<file path="config.mk">
export PLATFORM = sky130hd
export DESIGN_NAME = text_cursor_scroll_engine_top
export DESIGN_NICKNAME = d
export VERILOG_FILES = /design/src/hdl/tcse_pkg.sv /design/src/hdl/tcse_front.sv /design/src/hdl/tcse_queue.sv /design/src/hdl/tcse_back.sv /design/src/hdl/text_cursor_scroll_engine_top.sv
export VERILOG_INCLUDE_DIRS = /design/src /design/src/hdl
export SDC_FILE = /design/constraint.sdc
export NUM_CORES = 1
export LEC_CHECK = 0
export BUFFER_PORTS_ARGS = -buffer_cell sky130_fd_sc_hd__buf_2
export CAP_MARGIN = 0
export CORE_ASPECT_RATIO = 1.75
export CORE_MARGIN = 2
export CORE_UTILIZATION = 51
export CTS_CLUSTER_DIAMETER = 120
export DETAILED_ROUTE_END_ITERATION = 7
export HOLD_SLACK_MARGIN = 0.05
export PLACE_DENSITY = 0.88
export SYNTH_ARGS = -nofsm -noshare
export SYNTH_HDL_FRONTEND = slang
export SYNTH_HIERARCHICAL = 1
export SYNTH_SLANG_ARGS = --single-unit
</file>
<file path="constraint.sdc">
create_clock -name clock -period 4.05 [get_ports clock]
set_input_delay 0.405 -clock clock [delete_from_list [all_inputs] [get_ports clock]]
set_output_delay 0.405 -clock clock [all_outputs]
set_load 0.05 [all_outputs]
</file>
<file path="src/hdl/text_cursor_scroll_engine_top_defines.svh">
// Assertion macros shared by the text cursor scroll engine RTL.
// Included by files that carry concurrent assertions; expects clock and reset in scope.
`ifndef TEXT_CURSOR_SCROLL_ENGINE_TOP_DEFINES_SVH
`define TEXT_CURSOR_SCROLL_ENGINE_TOP_DEFINES_SVH

// Property checked on every clock edge outside reset.
`define TCSE_ASSERT(label, prop, msg) \
   label: assert property (@(posedge clock) disable iff (reset) prop) \
      else $error(msg);

// Condition in one cycle implies consequence in the next.
`define TCSE_ASSERT_NEXT(label, cond, cons, msg) \
   label: assert property (@(posedge clock) disable iff (reset) (cond) |=> (cons)) \
      else $error(msg);

`endif

</file>
<file path="src/hdl/tcse_pkg.sv">
// Package for the text cursor scroll engine: constants, op codes and queue entry type.
// No dependencies.
`timescale 1ns / 1ps
`default_nettype none

package tcse_pkg;

   localparam int SCREEN_WIDTH_DEF = 128;
   localparam int VIEW_PAGES_DEF   = 8;
   localparam int MEMORY_PAGES_DEF = 8;
   localparam int QUEUE_DEPTH_DEF  = 2;

   localparam logic [7:0] CHAR_CR    = 8'h0D;
   localparam logic [7:0] CHAR_LF    = 8'h0A;
   localparam logic [7:0] CHAR_FIRST = 8'h20;
   localparam logic [7:0] CHAR_END   = 8'h7F;

   localparam logic [7:0] GLYPH_WIDTH = 8'd8;
   localparam logic [4:0] LINE_PAGES  = 5'd2;

   localparam logic CMD_DRAW    = 1'b0;
   localparam logic CMD_SET_ROW = 1'b1;

   localparam logic REG_WRAP_ENABLE = 1'b0;

   typedef enum logic [1:0] {
      OP_RETURN,
      OP_NEWLINE,
      OP_GLYPH
   } op_type;

   typedef struct packed {
      op_type     op;
      logic [6:0] glyph;
   } entry_type;

endpackage

`default_nettype wire

</file>
<file path="src/hdl/tcse_front.sv">
// Front end: takes character transfers, classifies them and pushes ops into the queue.
// Depends on tcse_pkg.
`timescale 1ns / 1ps
`default_nettype none

module tcse_front (
   input  wire logic                clock,
   input  wire logic                reset,
   input  wire logic                req_valid,
   output logic                     req_stall,
   input  wire logic [7:0]          req_char_code,
   output logic                     push_valid,
   output tcse_pkg::entry_type      push_entry,
   input  wire logic                push_ready
);
   import tcse_pkg::*;

   logic      fr_valid_ff, fr_valid_in;
   entry_type fr_entry_ff, fr_entry_in;
   logic      accept;
   logic      keep;
   entry_type cls;

   always_comb begin
      cls.glyph = 7'(req_char_code - CHAR_FIRST);
      cls.op    = OP_GLYPH;
      keep      = 1'b1;
      if (req_char_code == CHAR_CR) begin
         cls.op = OP_RETURN;
      end else if (req_char_code == CHAR_LF) begin
         cls.op = OP_NEWLINE;
      end else if (req_char_code < CHAR_FIRST || req_char_code >= CHAR_END) begin
         keep = 1'b0;  // unprintable: accepted and dropped
      end
   end

   assign req_stall  = fr_valid_ff && !push_ready;
   assign accept     = req_valid && !req_stall;
   assign push_valid = fr_valid_ff;
   assign push_entry = fr_entry_ff;

   always_comb begin
      fr_valid_in = fr_valid_ff && !push_ready;
      fr_entry_in = fr_entry_ff;
      if (accept) begin
         fr_valid_in = keep;
         fr_entry_in = cls;
      end
   end

   always_ff @(posedge clock) begin
      if (reset) begin
         fr_valid_ff <= 1'b0;
      end else begin
         fr_valid_ff <= fr_valid_in;
      end
   end

   always_ff @(posedge clock) begin
      fr_entry_ff <= fr_entry_in;
   end

endmodule

`default_nettype wire

</file>
<file path="src/hdl/tcse_queue.sv">
// Short op queue between front and back end, register based.
// Depends on tcse_pkg.
`timescale 1ns / 1ps
`default_nettype none

module tcse_queue #(
   parameter int DEPTH = tcse_pkg::QUEUE_DEPTH_DEF
) (
   input  wire logic                clock,
   input  wire logic                reset,
   input  wire logic                push_valid,
   input  wire tcse_pkg::entry_type push_entry,
   output logic                     push_ready,
   output logic                     pop_valid,
   output tcse_pkg::entry_type      pop_entry,
   input  wire logic                pop
);
   import tcse_pkg::*;

   localparam int PTR_W = (DEPTH > 1) ? $clog2(DEPTH) : 1;
   localparam int CNT_W = $clog2(DEPTH + 1);
   localparam logic [PTR_W-1:0] LAST_PTR = PTR_W'(DEPTH - 1);
   localparam logic [CNT_W-1:0] FULL_CNT = CNT_W'(DEPTH);

   entry_type        slot_ff [DEPTH];
   logic [PTR_W-1:0] wr_ptr_ff, wr_ptr_in;
   logic [PTR_W-1:0] rd_ptr_ff, rd_ptr_in;
   logic [CNT_W-1:0] count_ff, count_in;
   logic             do_push, do_pop;

   assign push_ready = (count_ff != FULL_CNT);
   assign pop_valid  = (count_ff != '0);
   assign pop_entry  = slot_ff[rd_ptr_ff];
   assign do_push    = push_valid && push_ready;
   assign do_pop     = pop && pop_valid;

   always_comb begin
      wr_ptr_in = wr_ptr_ff;
      rd_ptr_in = rd_ptr_ff;
      count_in  = count_ff;
      if (do_push) begin
         wr_ptr_in = (wr_ptr_ff == LAST_PTR) ? '0 : wr_ptr_ff + PTR_W'(1);
      end
      if (do_pop) begin
         rd_ptr_in = (rd_ptr_ff == LAST_PTR) ? '0 : rd_ptr_ff + PTR_W'(1);
      end
      if (do_push && !do_pop) begin
         count_in = count_ff + CNT_W'(1);
      end else if (do_pop && !do_push) begin
         count_in = count_ff - CNT_W'(1);
      end
   end

   always_ff @(posedge clock) begin
      if (reset) begin
         wr_ptr_ff <= '0;
         rd_ptr_ff <= '0;
         count_ff  <= '0;
      end else begin
         wr_ptr_ff <= wr_ptr_in;
         rd_ptr_ff <= rd_ptr_in;
         count_ff  <= count_in;
      end
   end

   always_ff @(posedge clock) begin
      if (do_push) begin
         slot_ff[wr_ptr_ff] <= push_entry;
      end
   end

endmodule

`default_nettype wire

</file>
<file path="src/hdl/tcse_back.sv">
// Back end: holds cursor and scroll state, executes queued ops and drives the result register.
// Depends on tcse_pkg and the assertion macro header.
`timescale 1ns / 1ps
`default_nettype none
`include "text_cursor_scroll_engine_top_defines.svh"

module tcse_back #(
   parameter int SCREEN_WIDTH = tcse_pkg::SCREEN_WIDTH_DEF,
   parameter int VIEW_PAGES   = tcse_pkg::VIEW_PAGES_DEF,
   parameter int MEMORY_PAGES = tcse_pkg::MEMORY_PAGES_DEF
) (
   input  wire logic                clock,
   input  wire logic                reset,
   input  wire logic                wrap_enable,
   input  wire logic                pop_valid,
   input  wire tcse_pkg::entry_type pop_entry,
   output logic                     pop,
   output logic                     rsp_valid,
   input  wire logic                rsp_stall,
   output logic                     rsp_command_kind,
   output logic [7:0]               rsp_column_px,
   output logic [3:0]               rsp_page_row,
   output logic [6:0]               rsp_glyph_index,
   output logic [6:0]               rsp_display_row,
   output logic                     rsp_last_result
);
   import tcse_pkg::*;

   localparam logic [7:0] EDGE_PX  = 8'(SCREEN_WIDTH);
   // view size pre-reduced so start + view needs only one subtract
   localparam logic [4:0] VIEW_5   = 5'(VIEW_PAGES % MEMORY_PAGES);
   localparam logic [4:0] MEM_5    = 5'(MEMORY_PAGES);
   localparam logic [3:0] MEM_4    = 4'(MEMORY_PAGES);

   logic [7:0] column_ff, column_in;
   logic [3:0] page_ff, page_in;
   logic [3:0] start_ff, start_in;
   logic       pend_ff, pend_in;
   logic [6:0] pend_row_ff, pend_row_in;

   logic       rsp_valid_ff, rsp_valid_in;
   logic       kind_ff, kind_in;
   logic [7:0] col_out_ff, col_out_in;
   logic [3:0] page_out_ff, page_out_in;
   logic [6:0] glyph_out_ff, glyph_out_in;
   logic [6:0] row_out_ff, row_out_in;
   logic       last_ff, last_in;

   // new-line arithmetic, single conditional subtract per modulo
   logic [4:0] page_sum, lim_sum, limit, start_sum;
   logic [4:0] page_wrapped, start_wrapped;
   logic       scroll;
   logic [6:0] scroll_row;
   logic [7:0] column_adv;
   logic       out_free, drop, wrap_nl;

   always_comb begin
      page_sum      = {1'b0, page_ff} + LINE_PAGES;
      lim_sum       = {1'b0, start_ff} + VIEW_5;
      limit         = (lim_sum >= MEM_5) ? lim_sum - MEM_5 : lim_sum;
      start_sum     = {1'b0, start_ff} + LINE_PAGES;
      start_wrapped = (start_sum >= MEM_5) ? start_sum - MEM_5 : start_sum;
      page_wrapped  = (page_sum >= MEM_5) ? page_sum - MEM_5 : page_sum;
      scroll        = (page_sum >= limit);
      scroll_row    = {start_wrapped[3:0], 3'b000};
      column_adv    = column_ff + GLYPH_WIDTH;
      drop          = (column_ff >= EDGE_PX) && !wrap_enable;
      wrap_nl       = (column_adv >= EDGE_PX) && wrap_enable;
   end

   assign out_free = !rsp_valid_ff || !rsp_stall;

   always_comb begin
      column_in    = column_ff;
      page_in      = page_ff;
      start_in     = start_ff;
      pend_in      = pend_ff;
      pend_row_in  = pend_row_ff;
      pop          = 1'b0;
      rsp_valid_in = rsp_valid_ff && rsp_stall;
      kind_in      = kind_ff;
      col_out_in   = col_out_ff;
      page_out_in  = page_out_ff;
      glyph_out_in = glyph_out_ff;
      row_out_in   = row_out_ff;
      last_in      = last_ff;

      if (pend_ff) begin
         // second command of a draw that wrapped and scrolled
         if (out_free) begin
            pend_in      = 1'b0;
            rsp_valid_in = 1'b1;
            kind_in      = CMD_SET_ROW;
            col_out_in   = '0;
            page_out_in  = '0;
            glyph_out_in = '0;
            row_out_in   = pend_row_ff;
            last_in      = 1'b1;
         end
      end else if (pop_valid) begin
         case (pop_entry.op)
            OP_RETURN: begin
               pop       = 1'b1;
               column_in = '0;
            end
            OP_NEWLINE: begin
               if (out_free || !scroll) begin
                  pop       = 1'b1;
                  column_in = '0;
                  page_in   = page_wrapped[3:0];
                  if (scroll) begin
                     start_in     = start_wrapped[3:0];
                     rsp_valid_in = 1'b1;
                     kind_in      = CMD_SET_ROW;
                     col_out_in   = '0;
                     page_out_in  = '0;
                     glyph_out_in = '0;
                     row_out_in   = scroll_row;
                     last_in      = 1'b1;
                  end
               end
            end
            OP_GLYPH: begin
               if (drop) begin
                  pop = 1'b1;
               end else if (out_free) begin
                  pop          = 1'b1;
                  rsp_valid_in = 1'b1;
                  kind_in      = CMD_DRAW;
                  col_out_in   = column_ff;
                  page_out_in  = page_ff;
                  glyph_out_in = pop_entry.glyph;
                  row_out_in   = '0;
                  last_in      = !(wrap_nl && scroll);
                  column_in    = column_adv;
                  if (wrap_nl) begin
                     column_in = '0;
                     page_in   = page_wrapped[3:0];
                     if (scroll) begin
                        start_in    = start_wrapped[3:0];
                        pend_in     = 1'b1;
                        pend_row_in = scroll_row;
                     end
                  end
               end
            end
            default: begin
               pop = 1'b1;
            end
         endcase
      end
   end

   always_ff @(posedge clock) begin
      if (reset) begin
         column_ff    <= '0;
         page_ff      <= '0;
         start_ff     <= '0;
         pend_ff      <= 1'b0;
         rsp_valid_ff <= 1'b0;
      end else begin
         column_ff    <= column_in;
         page_ff      <= page_in;
         start_ff     <= start_in;
         pend_ff      <= pend_in;
         rsp_valid_ff <= rsp_valid_in;
      end
   end

   always_ff @(posedge clock) begin
      pend_row_ff  <= pend_row_in;
      kind_ff      <= kind_in;
      col_out_ff   <= col_out_in;
      page_out_ff  <= page_out_in;
      glyph_out_ff <= glyph_out_in;
      row_out_ff   <= row_out_in;
      last_ff      <= last_in;
   end

   assign rsp_valid        = rsp_valid_ff;
   assign rsp_command_kind = kind_ff;
   assign rsp_column_px    = col_out_ff;
   assign rsp_page_row     = page_out_ff;
   assign rsp_glyph_index  = glyph_out_ff;
   assign rsp_display_row  = row_out_ff;
   assign rsp_last_result  = last_ff;

   `TCSE_ASSERT(a_pend_behind_result, pend_ff |-> rsp_valid_ff, "scroll pending, no result")
   `TCSE_ASSERT(a_pend_not_last, pend_ff |-> !last_ff, "draw marked last while scroll pending")
   `TCSE_ASSERT(a_page_range, page_ff < MEM_4, "cursor page out of range")
   `TCSE_ASSERT(a_start_range, start_ff < MEM_4, "start page out of range")
   `TCSE_ASSERT_NEXT(a_pend_blocks_pop, pend_ff, !pend_ff || rsp_valid_ff, "pending scroll lost")

endmodule

`default_nettype wire

</file>
<file path="src/hdl/text_cursor_scroll_engine_top.sv">
// A character transfer passes the front register, a queue slot and the result register.
// Throughput: one character per cycle while no stall holds the flow; a draw that wraps
// and scrolls holds the back end until both commands leave by the single result register.
// Reset (synchronous): clears cursor column, cursor page, start page, wrap_enable and queue.
// Depends on tcse_pkg, tcse_front, tcse_queue and tcse_back.
`timescale 1ns / 1ps
`default_nettype none

module text_cursor_scroll_engine_top #(
   parameter int SCREEN_WIDTH = tcse_pkg::SCREEN_WIDTH_DEF,
   parameter int VIEW_PAGES   = tcse_pkg::VIEW_PAGES_DEF,
   parameter int MEMORY_PAGES = tcse_pkg::MEMORY_PAGES_DEF,
   parameter int QUEUE_DEPTH  = tcse_pkg::QUEUE_DEPTH_DEF
) (
   input  wire logic        clock,
   input  wire logic        reset,
   input  wire logic        req_valid,
   output logic             req_stall,
   input  wire logic [7:0]  req_char_code,
   output logic             rsp_valid,
   input  wire logic        rsp_stall,
   output logic             rsp_command_kind,
   output logic [7:0]       rsp_column_px,
   output logic [3:0]       rsp_page_row,
   output logic [6:0]       rsp_glyph_index,
   output logic [6:0]       rsp_display_row,
   output logic             rsp_last_result,
   input  wire logic        csr_psel,
   input  wire logic        csr_penable,
   input  wire logic        csr_pwrite,
   input  wire logic [2:0]  csr_paddr,
   input  wire logic [31:0] csr_pwdata,
   output logic [31:0]      csr_prdata,
   output logic             csr_pready
);
   import tcse_pkg::*;

   logic      wrap_ff, wrap_in;
   logic      csr_write;
   logic      push_valid, push_ready;
   entry_type push_entry;
   logic      pop_valid, pop;
   entry_type pop_entry;

   assign csr_pready = 1'b1;
   assign csr_write  = csr_psel && csr_penable && csr_pwrite && csr_pready;

   always_comb begin
      wrap_in = wrap_ff;
      if (csr_write && csr_paddr[2] == REG_WRAP_ENABLE) begin
         wrap_in = csr_pwdata[0];
      end
   end

   assign csr_prdata = (csr_paddr[2] == REG_WRAP_ENABLE) ? {31'b0, wrap_ff} : '0;

   always_ff @(posedge clock) begin
      if (reset) begin
         wrap_ff <= 1'b0;
      end else begin
         wrap_ff <= wrap_in;
      end
   end

   tcse_front u_front (
      .clock         (clock),
      .reset         (reset),
      .req_valid     (req_valid),
      .req_stall     (req_stall),
      .req_char_code (req_char_code),
      .push_valid    (push_valid),
      .push_entry    (push_entry),
      .push_ready    (push_ready)
   );

   tcse_queue #(
      .DEPTH (QUEUE_DEPTH)
   ) u_queue (
      .clock      (clock),
      .reset      (reset),
      .push_valid (push_valid),
      .push_entry (push_entry),
      .push_ready (push_ready),
      .pop_valid  (pop_valid),
      .pop_entry  (pop_entry),
      .pop        (pop)
   );

   tcse_back #(
      .SCREEN_WIDTH (SCREEN_WIDTH),
      .VIEW_PAGES   (VIEW_PAGES),
      .MEMORY_PAGES (MEMORY_PAGES)
   ) u_back (
      .clock            (clock),
      .reset            (reset),
      .wrap_enable      (wrap_ff),
      .pop_valid        (pop_valid),
      .pop_entry        (pop_entry),
      .pop              (pop),
      .rsp_valid        (rsp_valid),
      .rsp_stall        (rsp_stall),
      .rsp_command_kind (rsp_command_kind),
      .rsp_column_px    (rsp_column_px),
      .rsp_page_row     (rsp_page_row),
      .rsp_glyph_index  (rsp_glyph_index),
      .rsp_display_row  (rsp_display_row),
      .rsp_last_result  (rsp_last_result)
   );

endmodule

`default_nettype wire
</file>
==> out/metrics.cfg, run 1 <==
[status]
status=finished clean

[place]
place_inst=415
dp_hpwl_um=3980
dpl_cell_area_um2=3640
gp_congestion=0.776
io_buffers=39

[clock_network]
post_cts_buffers=0
clk_path_buf_depth=2
clock_latency_ns=0.34
cts_sinks=70
cts_hold_buf=0
cts-resized-gates=0
root_buffer=clkbuf_16
clk_pin_slew_ns=0.06
numCtsBuffers=9
cts_htree_levels=3
cts_tree=yes

[die]
start_util_pct=52.0
floorplan.die_area_um2=7600
die_w_um=66.8
top_level_ports=113
die_height_um=114
num_rows=40
core-area_um2=6760

[global_routing]
grt_pass1_vias=1955
grt_overflow=0
grt_use_total_pct=15.5
antenna_found_initial=0
grt_pass1_wl_um=8490
grt_max_degree=31

[pwr]
power.leakage_uw=0.00158
combPwrFrac_pct=12.2
peakVddDrop_uv=444
p_sw_uw=486
finalPower_uw=1740
switching_share_pct=27.9
seq_power_share_pct=46.0
p_int_uw=1260
power_density_nw_per_um2=444
clkPwrFrac_pct=41.8

[timing]
period_share_pct=79.5
slew_viol_final=0
worst_slew_pin_slew_ns=0.890
setup_viol=0
finalHoldViolations=0
slew_headroom_pct=39.9
post-route-min-period_ns=3.22
fmax_mhz=311
fin_worst_skew_ns=0.00692
finalSetupTns_ns=0
rsz0062_at_grt=false

[synth]
synth_area_per_cell_um2=11.8
synth-adder-area-share_pct=4.27
syn_area_um2=3510
synth-seq-cells=70
yosysWarningCount=6
synth_xor_area_share_pct=1.25
seq_area_frac_synth_pct=54.1
netlist_instances=299
synth_compound_area_share_pct=7.73
synth_enable_flop_cells=50
async_reset_ff_share_pct=0
synth.mux.area_fraction_pct=4.95
synth_top_family_by_area=simple AND/OR/NAND/NOR gates
synth_ff_type=edfxtp_1
yosys.area_share.simple_pct=17.1
synth_cell_types=55

[setup_path]
r2r_cells=8
worstPathMaxFanout=16
crit_path_start_kind=flop
crit_required_ns=4.09
path_class=flop to flop
r2r-end=u_back/pend_row_ff[5]$_DFFE_PP_
r2r_setup_slack_ns=0.83
crit_end=u_back/pend_row_ff[5]$_DFFE_PP_
cp.arrival_ns=3.26
critPathCaptureType=flop

[drt]
ant_nets=0
wl_per_cell_um=12.6
vias_per_cell=5.06
drtPass1Iterations=4
drc=0
drt-initial-drc-count=128
wl_um=5440
vias=2181

[final_layout]
drive_gt1_share_pct=25.1
stdcell_area_um2=3930
syn_to_final_growth_pct=11.7
layout.nets=404
instances_no_fill=431
diodes=0
fillers=543

[worst_hold_path]
hold_start=req_char_code[3]
worstHoldPathType=input pin to flop

[flow_run]
cap_violations=0

## flip-flops by register name (all words and copies together), names as in the netlist, named ones only
register / flops
u_back/rsp_valid: 1
u_queue/wr_ptr_ff: 1
u_queue/rd_ptr_ff: 1
u_back/pend_row_ff: 3
u_back/rsp_last_result: 1
u_back/rsp_glyph_index: 7
u_back/column_ff: 5
u_queue/count_ff: 2
u_queue/slot_ff: 18
u_back/page_ff: 3
u_back/rsp_command_kind: 1
u_back/rsp_page_row: 3
u_back/start_ff: 3
u_back/pend_ff: 1
wrap_ff: 1
u_front/push_valid: 1
u_back/rsp_display_row: 3
u_back/rsp_column_px: 5
u_front/push_entry: 9
## logic make-up (layout without fill, tap and decap cells)
| kind of cell | after synthesis | count (layout) |
|---|---|---|
| fa+ha+maj | 12 | 12 |
| xor+xnor | 5 | 5 |
| mux | 16 | 16 |
| simple gates | 98 | 98 |
| other cells | 4 | 42 |
| flops | 70 | 70 |
| buf+inv | 55 | 65 |
| compound gates | 39 | 39 |
## power by group through the flow
| stage | combinational (uW) | sequential (uW) | clock [uW] |
|---|---|---|---|
| after floorplan | 177 | 843 | 0 |
| after global placement | 207 | 815 | 0 |
| after detailed placement | 211 | 817 | 0 |
| after CTS | 212 | 802 | 742 |
| after global routing | 226 | 804 | 774 |
| final | 212 | 801 | 728 |
## final cells by class
class | instances | area (um2) | share of cell area [%]
multi-input cells | 212 | 1400 | 35.6
flip-flops and latches | 70 | 1900 | 48.5
clock inverters | 7 | 58.8 | 1.50
clock buffers | 9 | 225 | 5.74
inverters | 9 | 33.8 | 0.861
repair buffers | 40 | 203 | 5.16
well taps | 84 | 105 | 2.68
## worst min-delay path by stage
stage / cells past startpoint / slack, ns / endpoint
floorplan: 0 / 0.42 / u_queue/slot_ff[0][0]$_DFFE_PP_
global placement: 0 / 0.42 / u_queue/slot_ff[0][3]$_DFFE_PP_
detailed placement: 0 / 0.43 / u_queue/slot_ff[0][3]$_DFFE_PP_
CTS: 1 / 0.26 / u_front/push_entry[3]$_DFFE_PP_
global route: 1 / 0.27 / u_front/push_entry[3]$_DFFE_PP_
finish: 1 / 0.27 / u_front/push_entry[3]$_DFFE_PP_
## per-layer routing
| layer | up-vias | global-route usage, % | routed length (um) | share of wire [%] |
|---|---|---|---|---|
| met1 | 1006 | 14.2 | 1900 | 35 |
| met2 | 98 | 28.6 | 3040 | 56 |
| met4 | 0 | 8.84 | 134 | 2.5 |
| met3 | 12 | 4.83 | 364 | 6.7 |
| li1 | 1065 | - | - | - |
| met5 | - | 0 | 0 | 0 |
## critical path: stages, from the launching register on
cell and delay [ns]:
dfxtp_1 0.54, mux2_2 0.41, inv_1 0.06, ha_1 0.37
and2b_2 0.38, inv_2 0.09, or4_4 0.54, or3_4 0.40
inv_1 0.12
## cell usage after synthesis, types with 2 or more instances
cell type  count  share of area, %
o21ai_0       12               1.7
ha_1          12               4.3
dfxtp_1       20                11
a21oi_2        2              0.50
xor2_1         4               1.0
nor2b_1        3              0.53
nand2b_1      15               2.7
and3_1         4              0.71
nand3b_1       3              0.64
edfxtp_1      50                43
or2_2          2              0.36
conb_1         4              0.43
nor3b_2        2              0.71
and2_2         2              0.43
clkbuf_1       5              0.53
nand3_1        6              0.85
a21oi_1        9               1.3
inv_1          8              0.85
nor2_1        16               1.7
mux2_2        11               3.5
and2_1        17               3.0
nand2_1       10               1.1
buf_4         40               8.5
a31oi_1        2              0.36
and2b_2        4               1.0
o211ai_1       2              0.43
nand4b_1       2              0.50
mux2i_1        5               1.4
## placed cells by master, fill, tap and decap left out, types with 2 or more instances in the layout
cell       netlist  layout
o21ai_0         12      12
clkbuf_16        0       9
nor3b_2          2       2
ha_1            12      12
inv_1            8       8
nand4b_1         2       2
and3_1           4       4
mux2_2          11      11
xor2_1           4       4
nor2_1          16      16
and2_1          17      17
nand3_1          6       6
o211ai_1         2       2
nand3b_1         3       3
dfxtp_1         20      20
buf_2            1      39
and2_2           2       2
mux2i_1          5       5
nor2b_1          3       3
clkinv_4         0       3
or2_2            2       2
a21oi_2          2       2
a31oi_1          2       2
a21oi_1          9       9
and2b_2          4       4
edfxtp_1        50      50
nand2b_1        15      15
nand2_1         10      10
conb_1           4      42
## per-stage QoR
stage	worst slack, ns	util, %	hold slack [ns]
floorplan	1.22	-	0.421
global placement	0.895	53.9	0.424
detailed placement	0.843	53.9	0.431
CTS	0.822	58.1	0.258
global route	0.637	58.1	0.270
finish	0.831	58.1	0.270
Power figures use the tool's default switching activity.
==> run 2: changes to the inputs <==
--- a/config.mk
+++ b/config.mk
@@ -10,11 +10,11 @@
 export CAP_MARGIN = 0
 export CORE_ASPECT_RATIO = 1.75
 export CORE_MARGIN = 2
-export CORE_UTILIZATION = 51
+export CORE_UTILIZATION = 46
 export CTS_CLUSTER_DIAMETER = 120
 export DETAILED_ROUTE_END_ITERATION = 7
 export HOLD_SLACK_MARGIN = 0.05
-export PLACE_DENSITY = 0.88
+export PLACE_DENSITY = 0.84
 export SYNTH_ARGS = -nofsm -noshare
 export SYNTH_HDL_FRONTEND = slang
 export SYNTH_HIERARCHICAL = 1
==> constraint.sdc (replaced) <==
create_clock -name clock -period 2.81 [get_ports clock]
set_input_delay 0.281 -clock clock [delete_from_list [all_inputs] [get_ports clock]]
set_output_delay 0.281 -clock clock [all_outputs]
set_load 0.05 [all_outputs]
==> out/metrics.cfg, run 2 (synthesized netlist as in run 1, its figures left out) <==
[setup_path]
cp.arrival_ns=2.65
r2r_cells=9
worstPathMaxFanout=6
cp.depth=9
path_class=flop to flop
r2r_setup_slack_ns=0.19
r2r-start=u_back/page_ff[1]$_SDFFE_PP0P_
crit_chain=ha_4 > xor2_2 > ha_2 > o21a_1 > nor2_2 > buf_4 > or4_4 > or3_4 > inv_1
critPathCaptureType=flop
crit_path_start_kind=flop
r2r-end=u_back/pend_row_ff[4]$_DFFE_PP_
crit_slowest_cell=or4_4
crit_buf_inv=2
crit_required_ns=2.84
critical_path.max_stage_delay_ns=0.49
path_delay_family=simple AND/OR/NAND/NOR gates

[timing]
rsz0062_at_grt=false
worst_slew_pin_slew_ns=0.721
setup_viol=0
slew_viol_final=0
fin_worst_skew_ns=0.00466
fmax_mhz=382
slew_headroom_pct=51.8
post-route-min-period_ns=2.62
finalHoldViolations=0
period_share_pct=93.2
finalSetupTns_ns=0
fin_ws_ns=0.190

[clock_network]
cts_hold_buf=0
cts_htree_levels=3
clk_pin_slew_ns=0.06
clock_latency_ns=0.33
root_buffer=clkbuf_16
numCtsBuffers=9
cts_sinks=70
clk_path_buf_depth=2
cts_tree=yes

[global_routing]
grt_overflow=0
grt_pass1_wl_um=9500
antenna_found_initial=0
grt_max_degree=31
grt_pass1_vias=2127
grt_use_total_pct=14.8

[die]
num_rows=42
core-area_um2=7460
floorplan.die_area_um2=8380
die_w_um=70.1
top_level_ports=113
die_height_um=120
start_util_pct=47.1

[final_layout]
mostFrequentLayoutCell=edfxtp_1
diodes=0
syn_to_final_growth_pct=14.8
largest_reg_flops=18
layout.nets=412
drive_gt1_share_pct=29.0
top_register=u_queue/slot_ff
instances_no_fill=443
stdcell_area_um2=4040
final_cell_mix=edfxtp_1, conb_1, buf_2

[drt]
ant_nets=0
wl_um=5800
drt-initial-drc-count=146
drc=0
drtPass1Iterations=4
vias=2214
vias_per_cell=5.00
wl_per_cell_um=13.1

[place]
gp_congestion=0.779
place_inst=427
dp_hpwl_um=4230
dp_slack_ns=-0.00791
dpl_cell_area_um2=3710
io_buffers=39

[worst_hold_path]
worstHoldPathType=input pin to flop
hold_start=req_char_code[4]
hold_depth=1
whs_endpoint=u_front/push_entry[4]$_DFFE_PP_

[status]
status=finished clean

[pwr]
peakVddDrop_uv=413
power.leakage_uw=0.00161
finalPower_uw=2490
power_density_nw_per_um2=617

[flow_run]
cap_violations=0

==> run 2: cell count changes in the layout (fill, tap and decap cells not counted), moves of 2 or more <==
cell | before | now
buf_4 | 1 | 9
dfxtp_1 | 20 | 18
ha_1 | 12 | 8
ha_2 | 0 | 2
ha_4 | 0 | 2
nor2_1 | 16 | 14
o21ai_0 | 12 | 10
o21ai_1 | 0 | 2
==> run 2: layer usage <==
layer / vias to the layer above / track usage (%) / wire [um]
met5: - / 0 / 0
met4: 0 / 9.38 / 123
met3: 7 / 3.78 / 297
met2: 74 / 27.7 / 3290
met1: 1059 / 13.6 / 2090
li1: 1074 / - / -
==> run 2: how the worst max path moves through the flow <==
stage                                                    endpoint                             from
after global routing             u_queue/count_ff[1]$_SDFFE_PP0P_  u_back/start_ff[1]$_SDFFE_PP0P_
after detailed placement  u_back/rsp_glyph_index[5]$_SDFFCE_PP0P_   u_back/page_ff[1]$_SDFFE_PP0P_
after global placement           u_queue/count_ff[1]$_SDFFE_PP0P_   u_back/page_ff[1]$_SDFFE_PP0P_
after CTS                        u_queue/count_ff[1]$_SDFFE_PP0P_   u_back/page_ff[1]$_SDFFE_PP0P_
final                             u_back/pend_row_ff[4]$_DFFE_PP_   u_back/page_ff[1]$_SDFFE_PP0P_
after floorplan                  u_queue/count_ff[1]$_SDFFE_PP0P_   u_back/page_ff[1]$_SDFFE_PP0P_
==> run 2: area by class of cell <==
| type | count | area (um2) |
|---|---|---|
| Clock buffer | 10 | 229 |
| Fill cell | 645 | 3430 |
| Tap cell | 88 | 110 |
| Multi-Input combinational cell | 212 | 1450 |
| Clock inverter | 6 | 46.3 |
| Timing Repair Buffer | 48 | 263 |
| Sequential cell | 70 | 1910 |
| Inverter | 9 | 33.8 |
==> run 2: metrics by stage <==
stage | hold WS (ns) | util [%]
after floorplan | 0.350 | -
after global placement | 0.424 | 49.7
after detailed placement | 0.436 | 49.7
after CTS | 0.143 | 53.5
after global routing | 0.148 | 54.1
final | 0.157 | 54.1
==> run 2: power breakdown <==
group          switching, uW  internal [uW]  total (uW)
Sequential              15.2           1140        1150
Combinational            249           73.6         323
Clock                    414            600        1010
Total                    679           1810        2490
==> run 2: repair_timing <==
item                                    in CTS  in global routing
resized for setup                            2                 12
endpoints found under the hold margin        0                  0
pin swaps                                    0                  4
setup buffers                                0                  0
endpoints found under the setup margin      21                  2
==> run 3: changes to the inputs <==
--- a/config.mk
+++ b/config.mk
@@ -14,7 +14,7 @@
 export CTS_CLUSTER_DIAMETER = 120
 export DETAILED_ROUTE_END_ITERATION = 7
 export HOLD_SLACK_MARGIN = 0.05
-export PLACE_DENSITY = 0.84
+export PLACE_DENSITY = 0.76
 export SYNTH_ARGS = -nofsm -noshare
 export SYNTH_HDL_FRONTEND = slang
 export SYNTH_HIERARCHICAL = 1
==> out/metrics.cfg, run 3 (synthesized netlist as in run 1, its figures left out) <==
[status]
status=finished clean

[final_layout]
top_register=u_queue/slot_ff
mostFrequentLayoutCell=edfxtp_1
layout.nets=412
diodes=0
drive_gt1_share_pct=28.7
fillers=650
largest_reg_flops=18
final_cell_mix=edfxtp_1, conb_1, buf_2
syn_to_final_growth_pct=15.3
stdcell_area_um2=4050

[pwr]
clkPwrFrac_pct=42.8
seq_power_share_pct=44.7
peakVddDrop_uv=399
power_density_nw_per_um2=637
combPwrFrac_pct=12.5
p_sw_uw=678
power.leakage_uw=0.00162
p_int_uw=1900
finalPower_uw=2580
switching_share_pct=26.3

[timing]
fmax_mhz=376
slew_viol_final=0
fin_worst_skew_ns=0.00435
rsz0062_at_grt=true
post-route-min-period_ns=2.66
finalSetupTns_ns=0
finalHoldViolations=0
setup_viol=0
slew_headroom_pct=48.6
worst_slew_pin_slew_ns=0.770
period_share_pct=94.6

[global_routing]
grt_pass1_vias=2172
antenna_found_initial=0
grt_use_total_pct=14.6
grt_max_degree=31
grt_pass1_wl_um=9490
grt_overflow=0

[drt]
wl_um=5660
vias=2200
drc=0
wl_per_cell_um=12.8
vias_per_cell=4.97
drt-initial-drc-count=79
drtPass1Iterations=4
ant_nets=0

[clock_network]
cts_sinks=70
numCtsBuffers=9
root_buffer=clkbuf_16
cts_tree=yes
cts_htree_levels=3
clk_path_buf_depth=2
clock_latency_ns=0.33
cts_hold_buf=0
clk_pin_slew_ns=0.06

[die]
top_level_ports=113
core-area_um2=7460
num_rows=42
start_util_pct=47.1
die_w_um=70.1
floorplan.die_area_um2=8380
die_height_um=120

[setup_path]
crit_top_cell=ha_4
crit_required_ns=3.07
path_class=flop to flop
cp.arrival_ns=2.92
critical_path.max_stage_delay_ns=0.37
path_delay_family=compound AO/OA/AOI/OAI gates
crit_chain=ha_4 > ha_4 > a2111oi_4 > or2_4 > o21ai_0 > a31oi_1 > o21ai_1 > ha_1 > xor2_1 > or3_1 > a21oi_1
crit_path_start_kind=flop
critPathCaptureType=flop
crit_buf_inv=0
crit_slowest_cell=dfxtp_4
cp.depth=11
r2r_cells=11
worstPathMaxFanout=6

[place]
dp_hpwl_um=4200
gp_congestion=0.746
io_buffers=39
dpl_cell_area_um2=3710

[flow_run]
cap_violations=0

[worst_hold_path]
hold_depth=1
worstHoldPathType=input pin to flop

run 3: cell types whose count changed in the layout (fill, tap and decap cells not counted), sizes merged:
| cell | before | now |
|---|---|---|
| bufinv | 0 | 1 |
| clkinv | 3 | 1 |
| clkinvlp | 2 | 3 |
run 3: final cells by class:
type                       count  area, um2  area share [%]
timing repair buffer          48        263            6.49
inverter                       9       33.8           0.834
clock inverter                 6       70.1            1.73
multi-input combinational    212       1440            35.5
clock buffer                  10        229            5.65
tap                           88        110            2.72
sequential                    70       1910            47.1
run 3: per-stage QoR:
step                utilization, %  setup WS (ns)  hold WS [ns]  std cells
finish                        54.3          0.151         0.162        443
global route                  54.3       -0.00723         0.160        443
CTS                           53.8       -0.00707         0.148        443
detailed placement            49.7        -0.0122         0.433        427
global placement              49.7         0.0828         0.424        427
floorplan                        -          0.101         0.350        337
run 3: per-layer routing:
metal / global-route usage (%) / share of wire [%] / up-vias / wire length [um]
met5: 0 / 0 / - / 0
met4: 8.89 / 3.2 / 0 / 181
met3: 3.61 / 5.6 / 14 / 316
met2: 27.4 / 56 / 87 / 3160
met1: 13.7 / 35 / 1024 / 2000
li1: - / - / 1075 / -
run 3: final timing paths:
kind                              startpoint                               end  slack (ns)
min reg2reg  u_front/push_entry[2]$_DFFE_PP_   u_queue/slot_ff[0][2]$_DFFE_PP_        0.45
max           u_back/page_ff[1]$_SDFFE_PP0P_  u_queue/count_ff[1]$_SDFFE_PP0P_        0.15
min                         req_char_code[4]   u_front/push_entry[4]$_DFFE_PP_        0.16
max reg2reg   u_back/page_ff[1]$_SDFFE_PP0P_  u_queue/count_ff[1]$_SDFFE_PP0P_        0.15
run 3: what timing repair did:
item,CTS,global route
pin swaps,0,3
buffers inserted,0,0
endpoints found under the hold margin,0,0
resized for setup,2,10
setup endpoints to repair,21,5
run 3: power by group through the flow:
| stage | logic, uW | clock network [uW] | registers, uW |
|---|---|---|---|
| final | 322 | 1110 | 1150 |
| after detailed placement | 317 | 0 | 1180 |
| after global placement | 311 | 0 | 1170 |
| after CTS | 319 | 1130 | 1150 |
| after global routing | 345 | 1160 | 1160 |
| after floorplan | 256 | 0 | 1220 |
